File: config.mk
export PLATFORM = sky130hd
export DESIGN_NAME = onewire_rom_search_triplet
export DESIGN_NICKNAME = d
export VERILOG_FILES = /design/src/rtl/ors_pkg.sv /design/src/rtl/ors_step.sv /design/src/rtl/ors_out_buf.sv /design/src/rtl/onewire_rom_search_triplet.sv
export SDC_FILE = /design/constraint.sdc
export NUM_CORES = 1
export LEC_CHECK = 0
export BUFFER_PORTS_ARGS = -buffer_cell sky130_fd_sc_hd__buf_4
export CAP_MARGIN = 20
export CORE_UTILIZATION = 50
export DETAILED_ROUTE_END_ITERATION = 7
export HOLD_SLACK_MARGIN = 0.05
export PLACE_DENSITY = 0.78
export SLEW_MARGIN = 20
export SYNTH_ARGS = -nofsm -noshare
export SYNTH_HDL_FRONTEND = slang
export SYNTH_SLANG_ARGS = --single-unit
File: constraint.sdc
create_clock -name aclk -period 5.41 [get_ports aclk]
set_input_delay 0.2705 -clock aclk [delete_from_list [all_inputs] [get_ports aclk]]
set_output_delay 0.2705 -clock aclk [all_outputs]
set_load 0.01 [all_outputs]
File: src/rtl/ors_pkg.sv
`timescale 1ns / 1ps

package ors_pkg;

    localparam int ROM_BITS = 64;
    localparam int POS_W    = 7;
    localparam int CRC_W    = 8;

    // position code that no bit position can equal
    localparam logic [POS_W-1:0] POS_NONE = 7'd127;
    // reflected crc-8 polynomial x^8+x^5+x^4+1
    localparam logic [CRC_W-1:0] CRC_POLY = 8'h8C;

    localparam int IN_W  = 8;
    localparam int OUT_W = 72;

    typedef enum logic [1:0] {
        ACT_START   = 2'd0,
        ACT_PASS    = 2'd1,
        ACT_TRIPLET = 2'd2
    } action_t;

    typedef enum logic [2:0] {
        ST_CONTINUE = 3'd0,
        ST_FOUND    = 3'd1,
        ST_DONE     = 3'd2,
        ST_ERROR    = 3'd3,
        ST_READY    = 3'd4
    } status_t;

    typedef struct packed {
        logic [1:0] action;
        logic       presence;
        logic       first_bit;
        logic       complement_bit;
        logic       taken_direction;
        logic       link_error;
    } item_t;

    typedef struct packed {
        logic [ROM_BITS-1:0] rom_store;
        logic [POS_W-1:0]    last_discrepancy;
        logic [POS_W-1:0]    last_zero_branch;
        logic [POS_W-1:0]    bit_position;
        logic                enumeration_finished;
        logic                pass_active;
        logic [CRC_W-1:0]    running_crc;
    } search_state_t;

    typedef struct packed {
        logic                next_direction;
        logic [2:0]          status;
        logic [ROM_BITS-1:0] serial_number;
        logic                last_device;
    } result_t;

    // below the last discrepancy repeat the stored bit, at it take 1, above it take 0
    function automatic logic pick_dir(input logic [POS_W-1:0] pos,
                                      input logic [POS_W-1:0] ld,
                                      input logic [ROM_BITS-1:0] rom);
        logic d;
        d = 1'b0;
        if (ld != POS_NONE && pos < ld) begin
            d = rom[pos[5:0]];
        end else if (ld != POS_NONE && pos == ld) begin
            d = 1'b1;
        end
        return d;
    endfunction

endpackage

File: src/rtl/ors_step.sv
`timescale 1ns / 1ps

module ors_step (
    input  ors_pkg::item_t         item,
    input  ors_pkg::search_state_t cur,
    output ors_pkg::search_state_t nxt,
    output ors_pkg::result_t       res
);
    import ors_pkg::*;

    logic [ROM_BITS-1:0] rom_upd;
    logic [CRC_W-1:0]    crc_upd;
    logic [POS_W-1:0]    pos_upd;
    logic [POS_W-1:0]    lzb_upd;
    logic                fb;

    // one search step on the taken direction
    always_comb begin
        fb      = cur.running_crc[0] ^ item.taken_direction;
        crc_upd = (cur.running_crc >> 1) ^ (fb ? CRC_POLY : '0);
        rom_upd = cur.rom_store;
        rom_upd[cur.bit_position[5:0]] = item.taken_direction;
        pos_upd = cur.bit_position + 1'b1;
        lzb_upd = (!item.first_bit && !item.complement_bit && !item.taken_direction)
                  ? cur.bit_position : cur.last_zero_branch;
    end

    // next state and result per action
    always_comb begin
        logic    dir;
        status_t st;
        nxt = cur;
        dir = 1'b0;
        st  = ST_ERROR;
        unique case (item.action)
            ACT_START: begin
                nxt.last_discrepancy     = POS_NONE;
                nxt.enumeration_finished = 1'b0;
                nxt.pass_active          = 1'b0;
                st = ST_READY;
            end
            ACT_PASS: begin
                nxt.pass_active = 1'b0;
                if (cur.enumeration_finished) begin
                    st = ST_DONE;
                end else if (!item.presence) begin
                    nxt.enumeration_finished = 1'b1;
                    st = ST_DONE;
                end else begin
                    nxt.pass_active      = 1'b1;
                    nxt.bit_position     = '0;
                    nxt.last_zero_branch = POS_NONE;
                    nxt.running_crc      = '0;
                    dir = pick_dir('0, cur.last_discrepancy, cur.rom_store);
                    st  = ST_CONTINUE;
                end
            end
            ACT_TRIPLET: begin
                if (!cur.pass_active) begin
                    st = ST_ERROR;
                end else if (item.link_error) begin
                    nxt.pass_active = 1'b0;
                    st = ST_ERROR;
                end else if (item.first_bit && item.complement_bit) begin
                    nxt.enumeration_finished = 1'b1;
                    nxt.pass_active          = 1'b0;
                    st = ST_DONE;
                end else begin
                    nxt.rom_store        = rom_upd;
                    nxt.running_crc      = crc_upd;
                    nxt.bit_position     = pos_upd;
                    nxt.last_zero_branch = lzb_upd;
                    if (pos_upd < POS_W'(ROM_BITS)) begin
                        dir = pick_dir(pos_upd, cur.last_discrepancy, rom_upd);
                        st  = ST_CONTINUE;
                    end else begin
                        nxt.pass_active = 1'b0;
                        if (crc_upd != '0 || rom_upd[7:0] == 8'h00) begin
                            st = ST_ERROR;
                        end else begin
                            nxt.last_discrepancy     = lzb_upd;
                            nxt.enumeration_finished = (lzb_upd == POS_NONE);
                            st = ST_FOUND;
                        end
                    end
                end
            end
            default: begin
                st = ST_ERROR;
            end
        endcase
        res.next_direction = dir;
        res.status         = st;
        res.serial_number  = nxt.rom_store;
        res.last_device    = nxt.enumeration_finished;
    end

endmodule

File: src/rtl/ors_out_buf.sv
`timescale 1ns / 1ps

module ors_out_buf (
    input  logic                      aclk,
    input  logic                      aresetn,
    input  logic                      push,
    input  logic [ors_pkg::OUT_W-1:0] push_data,
    output logic                      push_ready,
    output logic                      m_tvalid,
    input  logic                      m_tready,
    output logic [ors_pkg::OUT_W-1:0] m_tdata
);
    import ors_pkg::*;

    logic             out_valid_reg;
    logic [OUT_W-1:0] out_data_reg;
    logic             skid_valid_reg;
    logic [OUT_W-1:0] skid_data_reg;
    logic             pop;

    assign pop        = out_valid_reg && m_tready;
    assign push_ready = !skid_valid_reg;
    assign m_tvalid   = out_valid_reg;
    assign m_tdata    = out_data_reg;

    // control: output stage plus one skid entry
    always_ff @(posedge aclk) begin
        if (!aresetn) begin
            out_valid_reg  <= 1'b0;
            skid_valid_reg <= 1'b0;
        end else if (pop) begin
            if (skid_valid_reg) begin
                skid_valid_reg <= push;
            end else begin
                out_valid_reg <= push;
            end
        end else if (push) begin
            if (out_valid_reg) begin
                skid_valid_reg <= 1'b1;
            end else begin
                out_valid_reg <= 1'b1;
            end
        end
    end

    // payload
    always_ff @(posedge aclk) begin
        if (pop) begin
            if (skid_valid_reg) begin
                out_data_reg <= skid_data_reg;
                if (push) begin
                    skid_data_reg <= push_data;
                end
            end else if (push) begin
                out_data_reg <= push_data;
            end
        end else if (push) begin
            if (out_valid_reg) begin
                skid_data_reg <= push_data;
            end else begin
                out_data_reg <= push_data;
            end
        end
    end

endmodule

File: src/rtl/onewire_rom_search_triplet.sv
`timescale 1ns / 1ps
// each accepted input's result is registered into the output buffer
// throughput: one item per cycle while s_tready is high; the search state updates at
// the input transfer. a result waiting on m_tready stays in the output register, the next
// in a one-entry skid, so s_tready drops only when two results are queued
// reset (aresetn low, synchronous) clears the search state and empties the output

module onewire_rom_search_triplet (
    input  logic                      aclk,
    input  logic                      aresetn,
    input  logic                      s_tvalid,
    output logic                      s_tready,
    // action[1:0], presence, first_bit, complement_bit, taken_direction, link_error, pad
    input  logic [ors_pkg::IN_W-1:0]  s_tdata,
    output logic                      m_tvalid,
    input  logic                      m_tready,
    // next_direction, status[3:1], serial_number[67:4], last_device, pad
    output logic [ors_pkg::OUT_W-1:0] m_tdata
);
    import ors_pkg::*;

    search_state_t state_reg;
    search_state_t state_next;
    item_t         item;
    result_t       res;
    logic          accept;
    logic          buf_ready;

    assign s_tready = buf_ready;
    assign accept   = s_tvalid && buf_ready;

    // unpack the input transfer
    always_comb begin
        item.action          = s_tdata[1:0];
        item.presence        = s_tdata[2];
        item.first_bit       = s_tdata[3];
        item.complement_bit  = s_tdata[4];
        item.taken_direction = s_tdata[5];
        item.link_error      = s_tdata[6];
    end

    ors_step u_step (
        .item (item),
        .cur  (state_reg),
        .nxt  (state_next),
        .res  (res)
    );

    // search state
    always_ff @(posedge aclk) begin
        if (!aresetn) begin
            state_reg.rom_store            <= '0;
            state_reg.last_discrepancy     <= POS_NONE;
            state_reg.last_zero_branch     <= POS_NONE;
            state_reg.bit_position         <= '0;
            state_reg.enumeration_finished <= 1'b0;
            state_reg.pass_active          <= 1'b0;
            state_reg.running_crc          <= '0;
        end else if (accept) begin
            state_reg <= state_next;
        end
    end

    ors_out_buf u_out (
        .aclk       (aclk),
        .aresetn    (aresetn),
        .push       (accept),
        .push_data  ({3'b000, res.last_device, res.serial_number, res.status,
                      res.next_direction}),
        .push_ready (buf_ready),
        .m_tvalid   (m_tvalid),
        .m_tready   (m_tready),
        .m_tdata    (m_tdata)
    );

endmodule

# After elaboration in Yosys (flattened, before gate mapping)
# Index checks and enable logic that the tools add are counted.
# word_totals
regBits	241
latchBits	0
mem_bits_rw	0
rom_bits	0
in_bits	12
output_inout_bits	74
wordCells	130
n_memories	0
# op_classes
addsub	1
mul	0
n_div	0
magnitude_cmp	6
eq_ne	16
shifts	0
muxes	62
n_bitwise	2
n_reduce_logical	32
# op_table
operator	n
$mux 72	9
$mux 95	1
$mux 86	1
$mux 85	1
$bwmux 64	1
$mux 64	1
$pmux 14 s2	1
$mux 24	1
$mux 8	3
$mux 1	22
$mux 7	3
$ne 2x2->1 const B	9
$pmux 8 s2	1
$lt 6x7->1 const B	2
$mux 14	1
$pmux 7 s2	1
$reduce_and 7->1	2
$mux 3	4
$logic_and 1x1->1	10
$mux 2	5
$reduce_bool 2->1	5
$mux 9	1
$pmux 3 s3	1
$logic_not 8->1	1
other kinds (26)	32

# Logic depth before layout (Yosys ltp)
# Gate-level depths: netlist of the first run.
# depth
word_depth	16
mapped_depth	13

# Modules after synthesis
# From an unflattened synthesis of the first run, not the netlist that was laid out.
# unflattened
hier_cells	1192
hier_area_um2	12827.3
# by_module_without_submodules
mod	instances	cells_per_inst	area_each_um2	seq_area_each_um2
ors_out_buf	1	238	5376.4	4364.2
onewire_rom_search_triplet	1	435	3797.4	1901.8
ors_step	1	519	3653.5	0.0

# Worst setup path before layout of the first run
# No wires, ideal clock.
# synth_timing
path_type	register to register
startpoint	reg u_out.skid_valid_reg
endpoint	reg u_out.out_data_reg[0] (netlist: u_out.m_tdata[0]), enable pin
setup_time_ps	519
arrival_time_ps	4718
slack_ps	174
path_stages_with_launch	7
synth_period_minus_slack_ps	5236
cell_sequence	dfxtp_1 -> nor2b_1 -> clkbuf_1 -> clkbuf_1 -> clkbuf_1 -> a21oi_1 -> a21oi_1
# synth_between
elab_chain_cells	4
# synth_lines
element	line	source
start, declared	ors_out_buf.sv:17	logic skid_valid_reg;
start signal, assigned	ors_out_buf.sv:33	skid_valid_reg <= push;
$logic_not 1->1	ors_out_buf.sv:22	assign push_ready = !skid_valid_reg;
$logic_and 1x1->1	onewire_rom_search_triplet.sv:30	assign accept = s_tvalid && buf_ready;
$reduce_bool 2->1 (no line)	-	
$reduce_and 3->1 (no line) (*)	-	
end signal, assigned	ors_out_buf.sv:50	out_data_reg <= skid_data_reg;
end signal, assigned	ors_out_buf.sv:55	out_data_reg <= push_data;
end signal, assigned	ors_out_buf.sv:61	out_data_reg <= push_data;
end, declared	ors_out_buf.sv:16	logic [OUT_W-1:0] out_data_reg;
# Mark *: on every way between the ends. The rest lies on a longest branch, timed or not.
# A chain may end at the register's enable or synchronous reset.

# Final worst setup path of the first run
# layout_timing
startpoint	reg state_reg[13] (netlist name)
endpoint	reg u_out.out_data_reg[0] (netlist: u_out.m_tdata[0]) (data pin)
# layout_between
elab_chain_cells	16
# layout_lines
element	line	source
start, declared	onewire_rom_search_triplet.sv:22	search_state_t state_reg;
start signal, assigned	onewire_rom_search_triplet.sv:60	state_reg <= state_next;
$lt 6x7->1 (not written as such) or $ge 6x1->1 (tied branches)	ors_step.sv:22	rom_upd[cur.bit_position[5:0]] = item.taken_direction;
$logic_and 1x1->1 (not written as such)	ors_step.sv:22	
$mux 1 (not written as such)	ors_step.sv:22	
$demux 1 s6	-	
$bwmux 64	ors_step.sv:22	
$bmux 1 s6	ors_pkg.sv:64	d = rom[pos[5:0]];
$mux 1 (not written as such)	ors_pkg.sv:64	
$mux 1	ors_pkg.sv:63	if (ld != POS_NONE && pos < ld) begin
$mux 1 (*)	ors_step.sv:73	if (pos_upd < POS_W'(ROM_BITS)) begin
$mux 1 (*)	ors_step.sv:64	end else if (item.first_bit && item.complement_bit) begin
$mux 1 (*)	ors_step.sv:61	end else if (item.link_error) begin
$mux 1 (*)	ors_step.sv:59	if (!cur.pass_active) begin
$pmux 1 s2 (*)	ors_step.sv:35	unique case (item.action)
$mux 72, on equally long branches	ors_out_buf.sv:58, ors_out_buf.sv:54	
$mux 72, on equally long branches	ors_out_buf.sv:57, ors_out_buf.sv:49	
$mux 72 (*)	ors_out_buf.sv:48	if (pop) begin
# Mark *: on every way between the ends. The rest lies on a longest branch, timed or not. The select of a mux whose other input is x is not followed.

==> results.json, run 1 <==
{
  "outcome": "completed",
  "final_cells": 1477,
  "synthCells": 1144,
  "core_mm2": 0.0221,
  "timing.fmax_ghz": 0.290,
  "max-cap-violations": 0,
  "die_area_mm2": 0.0234,
  "power_per_cell_area_mw_per_mm2": 330,
  "hold_viol_final": 0,
  "cts_resized": 0,
  "yosysWarnings": 0,
  "rsz0062_at_grt": "false",
  "setup_ws_ns": 1.96,
  "grt_use_total_pct": 21.9,
  "final_cell_mix": "nor2_1 (216), edfxtp_1 (138), dfxtp_1 (97)",
  "dp.cells": 1432,
  "hold_path_depth": 3,
  "h-tree-depth": 1,
  "clock_latency_ns": 0.52,
  "avgSynthCellArea_um2": 9.98,
  "post-dp-hpwl_mm": 16.5,
  "dieHeight_um": 153,
  "synthTopCellsByArea": "edfxtp_1 (36%), dfxtp_1 (17%), mux2i_1 (7.1%)",
  "synth_seq_area_share_pct": 53.3,
  "power.ir.vdd_worst_mv": 0.205,
  "largest_reg_flops": 95,
  "numCtsBuffers": 24,
  "drive_gt1_share_pct": 13.3,
  "crit_type": "reg2reg",
  "drt-vias-per-instance": 5.75,
  "leakagePower_uw": 0.00517,
  "clock_skew_ns": 0.0148,
  "rows": 54,
  "antenna_found_initial": 0,
  "drtAntennaViolNets": 0,
  "yosysTopAreaCellShare_pct": 36.3,
  "clk_pin_slew_ns": 0.06,
  "cp-start-kind": "flop",
  "ios": 86,
  "multi_input_area_mm2": 0.00465,
  "via_count": 8491,
  "diodes": 0,
  "dpl_worst_slack_ns": 2.07,
  "grt_pass1_vias": 7911,
  "cts_sinks": 235,
  "wl_per_cell_um": 17.5,
  "ys_ff_latch": 235,
  "io_buffers": 81,
  "setup_viol": 0,
  "final_max_slew_viol_count": 0,
  "globalplace.congestion": 0.887,
  "critPathCaptureType": "flop",
  "max_slew_margin_pct": 33.6,
  "ys.flop_type": "edfxtp_1",
  "worstMarginPinSlew_ns": 0.996,
  "r2r_cells": 10,
  "clockBufferDepth": 3,
  "post-route-util_pct": 58.8,
  "fin_crit_sh_pct": 63.7,
  "rrSetupSlack_ns": 1.96,
  "synth_cell_type_count": 75,
  "drc": 0,
  "cts_root_buffer": "clkbuf_16",
  "grt_max_degree": 122,
  "syn2layout_area_growth_pct": 13.8,
  "critPathArrivalTime_ns": 3.69,
  "synth_edf_count": 138,
  "critPathMaxFanout": 20,
  "globalRouteOverflowTotal": 0,
  "cts_tree": "yes",
  "min_path_type": "in2reg",
  "final_common_cell": "nor2_1",
  "async_flop_share_pct": 0,
  "fin_crit_ns": 3.45,
  "fin_nets": 1205,
  "yosys.area.top_type": "edfxtp_1",
  "grt_first_pass_wirelength_mm": 41.5,
  "drt_iter0_markers": 716,
  "firstDrtPassIters": 6,
  "setup_tns_ns": 0,
  "start_util_pct": 51.7,
  "required_ns": 5.66,
  "syn-cell-area_mm2": 0.0114,
  "cts_setup_buffers": 0,
  "nFillCells": 1877,
  "holdWs_ns": 0.103,
  "die_w_um": 153,
  "wl_mm": 25.8,
  "ff_latch_area_mm2": 0.00609
}
worst max-delay path, cell delays in order (launching register included):
cell,delay (ns)
dfxtp_1,0.88
nand3_1,0.17
or3_1,0.36
nand2_1,0.20
ha_1,0.28
nor2b_1,0.13
o21ai_0,0.18
o211ai_1,0.18
a211o_1,0.27
nor4_2,0.39
o21ai_1,0.14
kinds of logic after synthesis:
family / count (synthesis) / synth area share, %
buffers and inverters: 173 / 6.37
and+or+nand+nor: 382 / 15.0
xor gates and xnor gates: 7 / 0.701
muxes: 94 / 9.53
AOI/OAI and AO/OA: 239 / 13.7
other: 1 / 0.0328
DFF: 235 / 53.3
adders and majority gates: 13 / 1.42
layout make-up:
type                       instances  share of cell area [%]
clock buffer                      32                    5.16
clock inverter                    11                    1.50
inverter                          88                    2.57
multi-input combinational        738                    35.8
sequential                       235                    46.9
tap                              280                    2.70
timing repair buffer              93                    5.44
timing repair:
item | CTS | global route
hold buffers | 2 | 0
endpoints found under the hold margin | 6 | 0
setup endpoints to repair | 0 | 0
power by group:
part / total [uW] / switching, uW / internal, uW
logic: 414 / 249 / 165
clock network: 1800 / 685 / 1110
registers: 2080 / 58.6 / 2020
Yosys cell counts (7+ instances only):
cell type,number
nor2_1,216
edfxtp_1,138
a21oi_1,97
dfxtp_1,97
inv_1,85
mux2i_1,81
a211oi_1,67
nand2_1,59
clkbuf_1,54
nand3_1,28
nor3_1,20
o21ai_0,17
buf_2,15
ha_1,13
a31oi_1,12
mux4_2,9
nor2b_1,8
or3_1,8
buf_1,7
metal layers:
layer / wire [um] / vias up / GRT usage (%)
met5: 0 / - / 0
met4: 467 / 0 / 6.01
met3: 1930 / 43 / 4.03
met2: 12100 / 336 / 35.5
met1: 11400 / 3957 / 30.1
li1: - / 4155 / -
final timing paths:
kind,startpoint,end
worst max-delay path,state_reg[13],u_out.m_tdata[0]
worst min-delay path,s_tvalid,u_out.m_tvalid
worst max register to register,state_reg[13],u_out.m_tdata[0]
worst min register to register,state_reg[0],state_reg[0]
per-stage QoR:
stage / total power, uW / area [um^2]
finish: 4290 / 13000
floorplan: 2380 / 11400
global route: 4450 / 13000
global placement: 2510 / 12100
CTS: 4320 / 13000
detailed placement: 2530 / 12100
Power figures use the tool's default switching activity.
==> inputs of run 2 (changes only) <==
==> constraint.sdc (replaced) <==
create_clock -name aclk -period 3.17 [get_ports aclk]
set_input_delay 0.1585 -clock aclk [delete_from_list [all_inputs] [get_ports aclk]]
set_output_delay 0.1585 -clock aclk [all_outputs]
set_load 0.01 [all_outputs]
==> results.json, run 2 (same netlist as run 1, synthesis figures left out) <==
{
  "hold_path_depth": 3,
  "outcome": "completed",
  "drc": 0,
  "post-dp-hpwl_mm": 18.0,
  "firstDrtPassIters": 5,
  "critPathArrivalTime_ns": 3.28,
  "grt_first_pass_wirelength_mm": 42.5,
  "rsz0062_at_grt": "false",
  "post-route-util_pct": 59.9,
  "max_slew_margin_pct": 33.7,
  "total_power_uw": 7270,
  "globalplace.congestion": 0.917,
  "cts_root_buffer": "clkbuf_16",
  "diodes": 0,
  "power_per_cell_area_mw_per_mm2": 549,
  "fin_nets": 1238,
  "final_cell_mix": "nor2_1 (216), edfxtp_1 (138), buf_4 (119)",
  "setup_tns_ns": 0,
  "clockBufferDepth": 3,
  "die_area_mm2": 0.0234,
  "nFillCells": 1792,
  "final_area_mm2": 0.0132,
  "reg2reg_to": "u_out.m_tdata[0]",
  "critPathMaxFanout": 18,
  "hold_viol_final": 0,
  "final_max_slew_viol_count": 0,
  "globalRouteOverflowTotal": 0,
  "worstMarginPinSlew_ns": 0.993,
  "h-tree-depth": 1,
  "cts_tree": "yes",
  "critPathCaptureType": "flop",
  "antenna_found_initial": 0,
  "drtAntennaViolNets": 0,
  "required_ns": 3.42,
  "largest_reg_flops": 95,
  "hold-path-endpoint": "u_out.skid_data_reg[3]",
  "leakagePower_uw": 0.00533,
  "grt_use_total_pct": 22.4,
  "drive_gt1_share_pct": 15.2,
  "timing.fmax_ghz": 0.330,
  "clock_latency_ns": 0.52,
  "syn2layout_area_growth_pct": 15.9,
  "reg2reg_from": "state_reg[12]",
  "critical_path.cell_chain": "buf_4 -> xnor2_4 -> inv_4 -> mux4_1 -> mux2_2 -> and3_1 -> o31a_1 -> nor4_2 -> o21ai_1",
  "core_mm2": 0.0221,
  "wl_per_cell_um": 17.6,
  "setup_viol": 0,
  "drt_iter0_markers": 597,
  "setup_ws_ns": 0.142,
  "min_path_type": "in2reg",
  "cts_sinks": 235,
  "final_common_cell": "nor2_1",
  "max-cap-violations": 0,
  "hp-start": "s_tdata[0]",
  "die_w_um": 153,
  "fin_crit_ns": 3.03,
  "numCtsBuffers": 24,
  "drt-vias-per-instance": 5.72,
  "grt_max_degree": 88,
  "rrSetupSlack_ns": 0.14,
  "placed_area_mm2": 0.0123,
  "slowest_delay_ns": 0.56,
  "io_buffers": 81,
  "fin_crit_sh_pct": 95.5,
  "clk_pin_slew_ns": 0.06,
  "r2r_cells": 9,
  "ios": 86,
  "wl_mm": 26.5,
  "power.ir.vdd_worst_mv": 0.420,
  "dpl_worst_slack_ns": 0.186,
  "rows": 54,
  "crit_type": "reg2reg",
  "cp-start-kind": "flop",
  "start_util_pct": 51.7,
  "grt_pass1_vias": 7986,
  "clock_skew_ns": 0.0123,
  "via_count": 8640,
  "cp_slowest_cell": "dfxtp_1",
  "dieHeight_um": 153
}
## run 2: cell count changes in the layout (fill, tap and decap cells not counted), sizes merged
cell / delta
clkinvlp: -1
buf: +30
bufinv: -1
dlygate4sd3: +3
inv: +2
clkbuf: +1
## run 2: worst max-delay path by stage
stage / startpoint / endpoint / slack (ns) / cells past startpoint
after global placement: state_reg[12] / u_out.m_tdata[0] / 0.27 / 9
after floorplan: u_out.skid_valid_reg / u_out.m_tdata[0] / 0.20 / 6
after global routing: state_reg[10] / u_out.m_tdata[0] / 0.04 / 12
after detailed placement: state_reg[12] / u_out.m_tdata[0] / 0.19 / 9
after CTS: state_reg[12] / u_out.m_tdata[0] / 0.19 / 9
final: state_reg[12] / u_out.m_tdata[0] / 0.14 / 9
## run 2: area by class of cell
class	instances	area [um^2]	area share, %
Clock inverter	11	159	1.20
Multi-Input combinational cell	738	4650	35.1
Tap cell	280	350	2.65
Inverter	88	333	2.51
Clock buffer	33	676	5.11
Sequential cell	235	6090	46.0
Timing Repair Buffer	126	983	7.43
## run 2: stage by stage
step                      hold slack (ns)  cells
after floorplan                     0.259   1146
after global placement              0.394   1462
after detailed placement            0.401   1462
after CTS                           0.145   1511
after global routing                0.166   1511
final                               0.159   1511
## run 2: repair_timing
action | CTS | global route
endpoints found under the hold margin | 18 | 0
hold buffers | 5 | 0
gates resized for setup | 0 | 0
buffers inserted | 0 | 0
## run 2: worst max-delay path: cells and delay by family (launching register included)
| family | cells | cell delay, ns |
|---|---|---|
| flops | 1 | 0.56 |
| simple gates | 2 | 0.49 |
| mux | 2 | 0.61 |
| xor+xnor | 1 | 0.16 |
| buf+inv | 2 | 0.55 |
| compound gates | 2 | 0.39 |
## run 2: layer usage
layer | global-route usage, % | vias up | wire length, um
met2 | 35.8 | 285 | 12300
met5 | 0 | - | 0
li1 | - | 4216 | -
met4 | 6.49 | 0 | 563
met3 | 3.97 | 52 | 1760
met1 | 31.2 | 4087 | 11900
## run 2: power breakdown
part           switching, uW  internal (uW)  total (uW)
Clock                   1170           1820        2990
Sequential               104           3450        3550
Combinational            431            293         724
Total                   1700           5560        7270
==> inputs of run 3 (changes only) <==
--- a/config.mk
+++ b/config.mk
@@ -5,6 +5,7 @@
 export SDC_FILE = /design/constraint.sdc
 export NUM_CORES = 1
 export LEC_CHECK = 0
+export ABC_AREA = 1
 export BUFFER_PORTS_ARGS = -buffer_cell sky130_fd_sc_hd__buf_4
 export CAP_MARGIN = 20
 export CORE_UTILIZATION = 50
==> results.json, run 3 <==
{
  "drt-vias-per-instance": 5.49,
  "final_cell_mix": "nand2_1 (280), inv_1 (167), edfxtp_1 (138)",
  "post-dp-hpwl_mm": 18.0,
  "die_w_um": 156,
  "dpl_worst_slack_ns": 0.313,
  "final_max_slew_viol_count": 0,
  "critPathMaxFanout": 8,
  "cts_tree": "yes",
  "nFillCells": 2020,
  "synth_seq_area_share_pct": 51.2,
  "hp-start": "s_tvalid",
  "r2r_cells": 15,
  "cp-start-kind": "flop",
  "globalplace.congestion": 0.886,
  "firstDrtPassIters": 5,
  "grt_use_total_pct": 22.6,
  "clock_skew_ns": 0.0169,
  "syn-cell-area_mm2": 0.0119,
  "rows": 56,
  "rsz0062_at_grt": "false",
  "dieHeight_um": 156,
  "antenna_found_initial": 0,
  "critPathLaunch": "state_reg[15]",
  "fin_nets": 1420,
  "via_count": 9503,
  "final_cells": 1732,
  "synth_top_cells_by_count": "nand2_1 (282), inv_1 (167), edfxtp_1 (138)",
  "reg2reg_from": "state_reg[15]",
  "setup_viol": 0,
  "timing.fmax_ghz": 0.359,
  "clk_pin_slew_ns": 0.06,
  "avgSynthCellArea_um2": 8.88,
  "crit_type": "reg2reg",
  "grt_first_pass_wirelength_mm": 44.3,
  "ios": 86,
  "cts_setup_buffers": 0,
  "synthTopCellsByArea": "edfxtp_1 (35%), dfxtp_1 (16%), nand2_1 (8.9%)",
  "dp.cells": 1683,
  "fin_crit_ns": 2.78,
  "yosysMostFrequentCell": "nand2_1",
  "hold_viol_final": 0,
  "ys.flop_type": "edfxtp_1",
  "leakagePower_uw": 0.00590,
  "drt_iter0_markers": 817,
  "synth_edf_count": 138,
  "required_ns": 3.43,
  "wl_per_cell_um": 15.9,
  "largest_reg_flops": 95,
  "async_flop_share_pct": 0,
  "yosysTopAreaCellShare_pct": 34.9,
  "yosysWarnings": 0,
  "ff_latch_area_mm2": 0.00609,
  "grt_max_degree": 98,
  "hold_path_depth": 5,
  "clockBufferDepth": 3,
  "final_area_mm2": 0.0135,
  "die_area_mm2": 0.0244,
  "synthCells": 1337,
  "cts_sinks": 235,
  "power_per_cell_area_mw_per_mm2": 527,
  "placed_area_mm2": 0.0127,
  "synth_cell_type_count": 46,
  "clock_latency_ns": 0.52,
  "min_path_type": "in2reg",
  "numCtsBuffers": 25,
  "globalRouteOverflowTotal": 0,
  "core_mm2": 0.0234,
  "grt_pass1_vias": 8850,
  "final_common_cell": "nand2_1",
  "critPathCaptureType": "flop",
  "worstMarginPinSlew_ns": 1.02,
  "drtAntennaViolNets": 0,
  "drive_gt1_share_pct": 17.8,
  "wl_mm": 27.5,
  "outcome": "completed",
  "max-cap-violations": 0,
  "holdWs_ns": 0.0990,
  "setup_tns_ns": 0,
  "h-tree-depth": 1,
  "max_slew_margin_pct": 31.9,
  "cts_root_buffer": "clkbuf_16",
  "fin_crit_sh_pct": 87.8,
  "start_util_pct": 50.8,
  "drc": 0,
  "multi_input_area_mm2": 0.00477,
  "diodes": 0,
  "io_buffers": 81,
  "setup_ws_ns": 0.386,
  "power.ir.vdd_worst_mv": 0.318,
  "critPathArrivalTime_ns": 3.04,
  "ys_ff_latch": 235,
  "syn2layout_area_growth_pct": 13.9,
  "yosys.area.top_type": "edfxtp_1"
}
[run 3: cell count changes after synthesis, moves of 17 or more]
cell,previous run,this run
nor3_1,20,3
o21ai_1,2,24
mux2i_1,81,0
nand2_1,59,282
nand3_1,28,96
o21ai_0,17,129
nor2_1,216,31
clkbuf_1,54,37
o211ai_1,4,54
inv_1,85,167
a211oi_1,67,2
mux2_2,2,66
[run 3: power breakdown]
part | internal [uW] | total (uW) | switching [uW]
registers | 3460 | 3540 | 78.8
clock network | 1620 | 2780 | 1170
logic | 317 | 813 | 496
total | 5390 | 7130 | 1740
[run 3: what timing repair did]
item                                    CTS  global route
resized for setup                         0             1
hold buffers                              4             0
hold endpoints to repair                 12             0
endpoints found under the setup margin    0             1
[run 3: cells by family after synthesis]
logic type | Yosys count | share of synthesized area (%)
flops | 235 | 51.2
xor+xnor | 4 | 0.295
fa+ha+maj | 13 | 1.37
mux | 66 | 6.26
simple gates | 450 | 17.2
compound gates | 314 | 14.7
buf+inv | 254 | 8.91
other cells | 1 | 0.0316
[run 3: metrics by stage]
stage / power (uW) / util (%)
finish: 7130 / 57.8
global route: 7420 / 57.8
CTS: 7180 / 57.8
detailed placement: 4400 / 54.3
global placement: 4380 / 54.3
floorplan: 4120 / -
[run 3: path summary, 6_finish.rpt]
kind / end / slack [ns]
worst min-delay path: u_out.m_tvalid / 0.1
worst max-delay path: u_out.m_tdata[0] / 0.39
worst min register to register: state_reg[23] / 0.46
worst max register to register: u_out.m_tdata[0] / 0.39
[run 3: worst max-delay path, cell delays in order, from the launching register on]
cell and delay [ns]:
dfxtp_1 0.65, nand2_1 0.14, nor2_1 0.15, xor2_1 0.31, inv_1 0.18, ha_1 0.32
nand2_1 0.08, nor2_1 0.05, a31oi_1 0.16, nand3_1 0.11, inv_1 0.06, nand2_1 0.05
nand2_1 0.05, nand2_1 0.05, nand2_1 0.09, a21oi_2 0.05
[run 3: per-layer routing]
| metal | global-route usage, % | wire length [um] |
|---|---|---|
| met1 | 29.6 | 11900 |
| met2 | 38.3 | 13100 |
| met3 | 3.42 | 1830 |
| met4 | 7.56 | 684 |
| met5 | 0 | 0 |
[run 3: area by class of cell]
class                      instances  share of cell area, %
clock buffer                      32                   4.82
clock inverter                    13                  0.878
inverter                         178                   5.05
multi-input combinational        850                   35.2
sequential                       235                   45.0
tap                              319                   2.95
timing repair buffer             105                   6.08
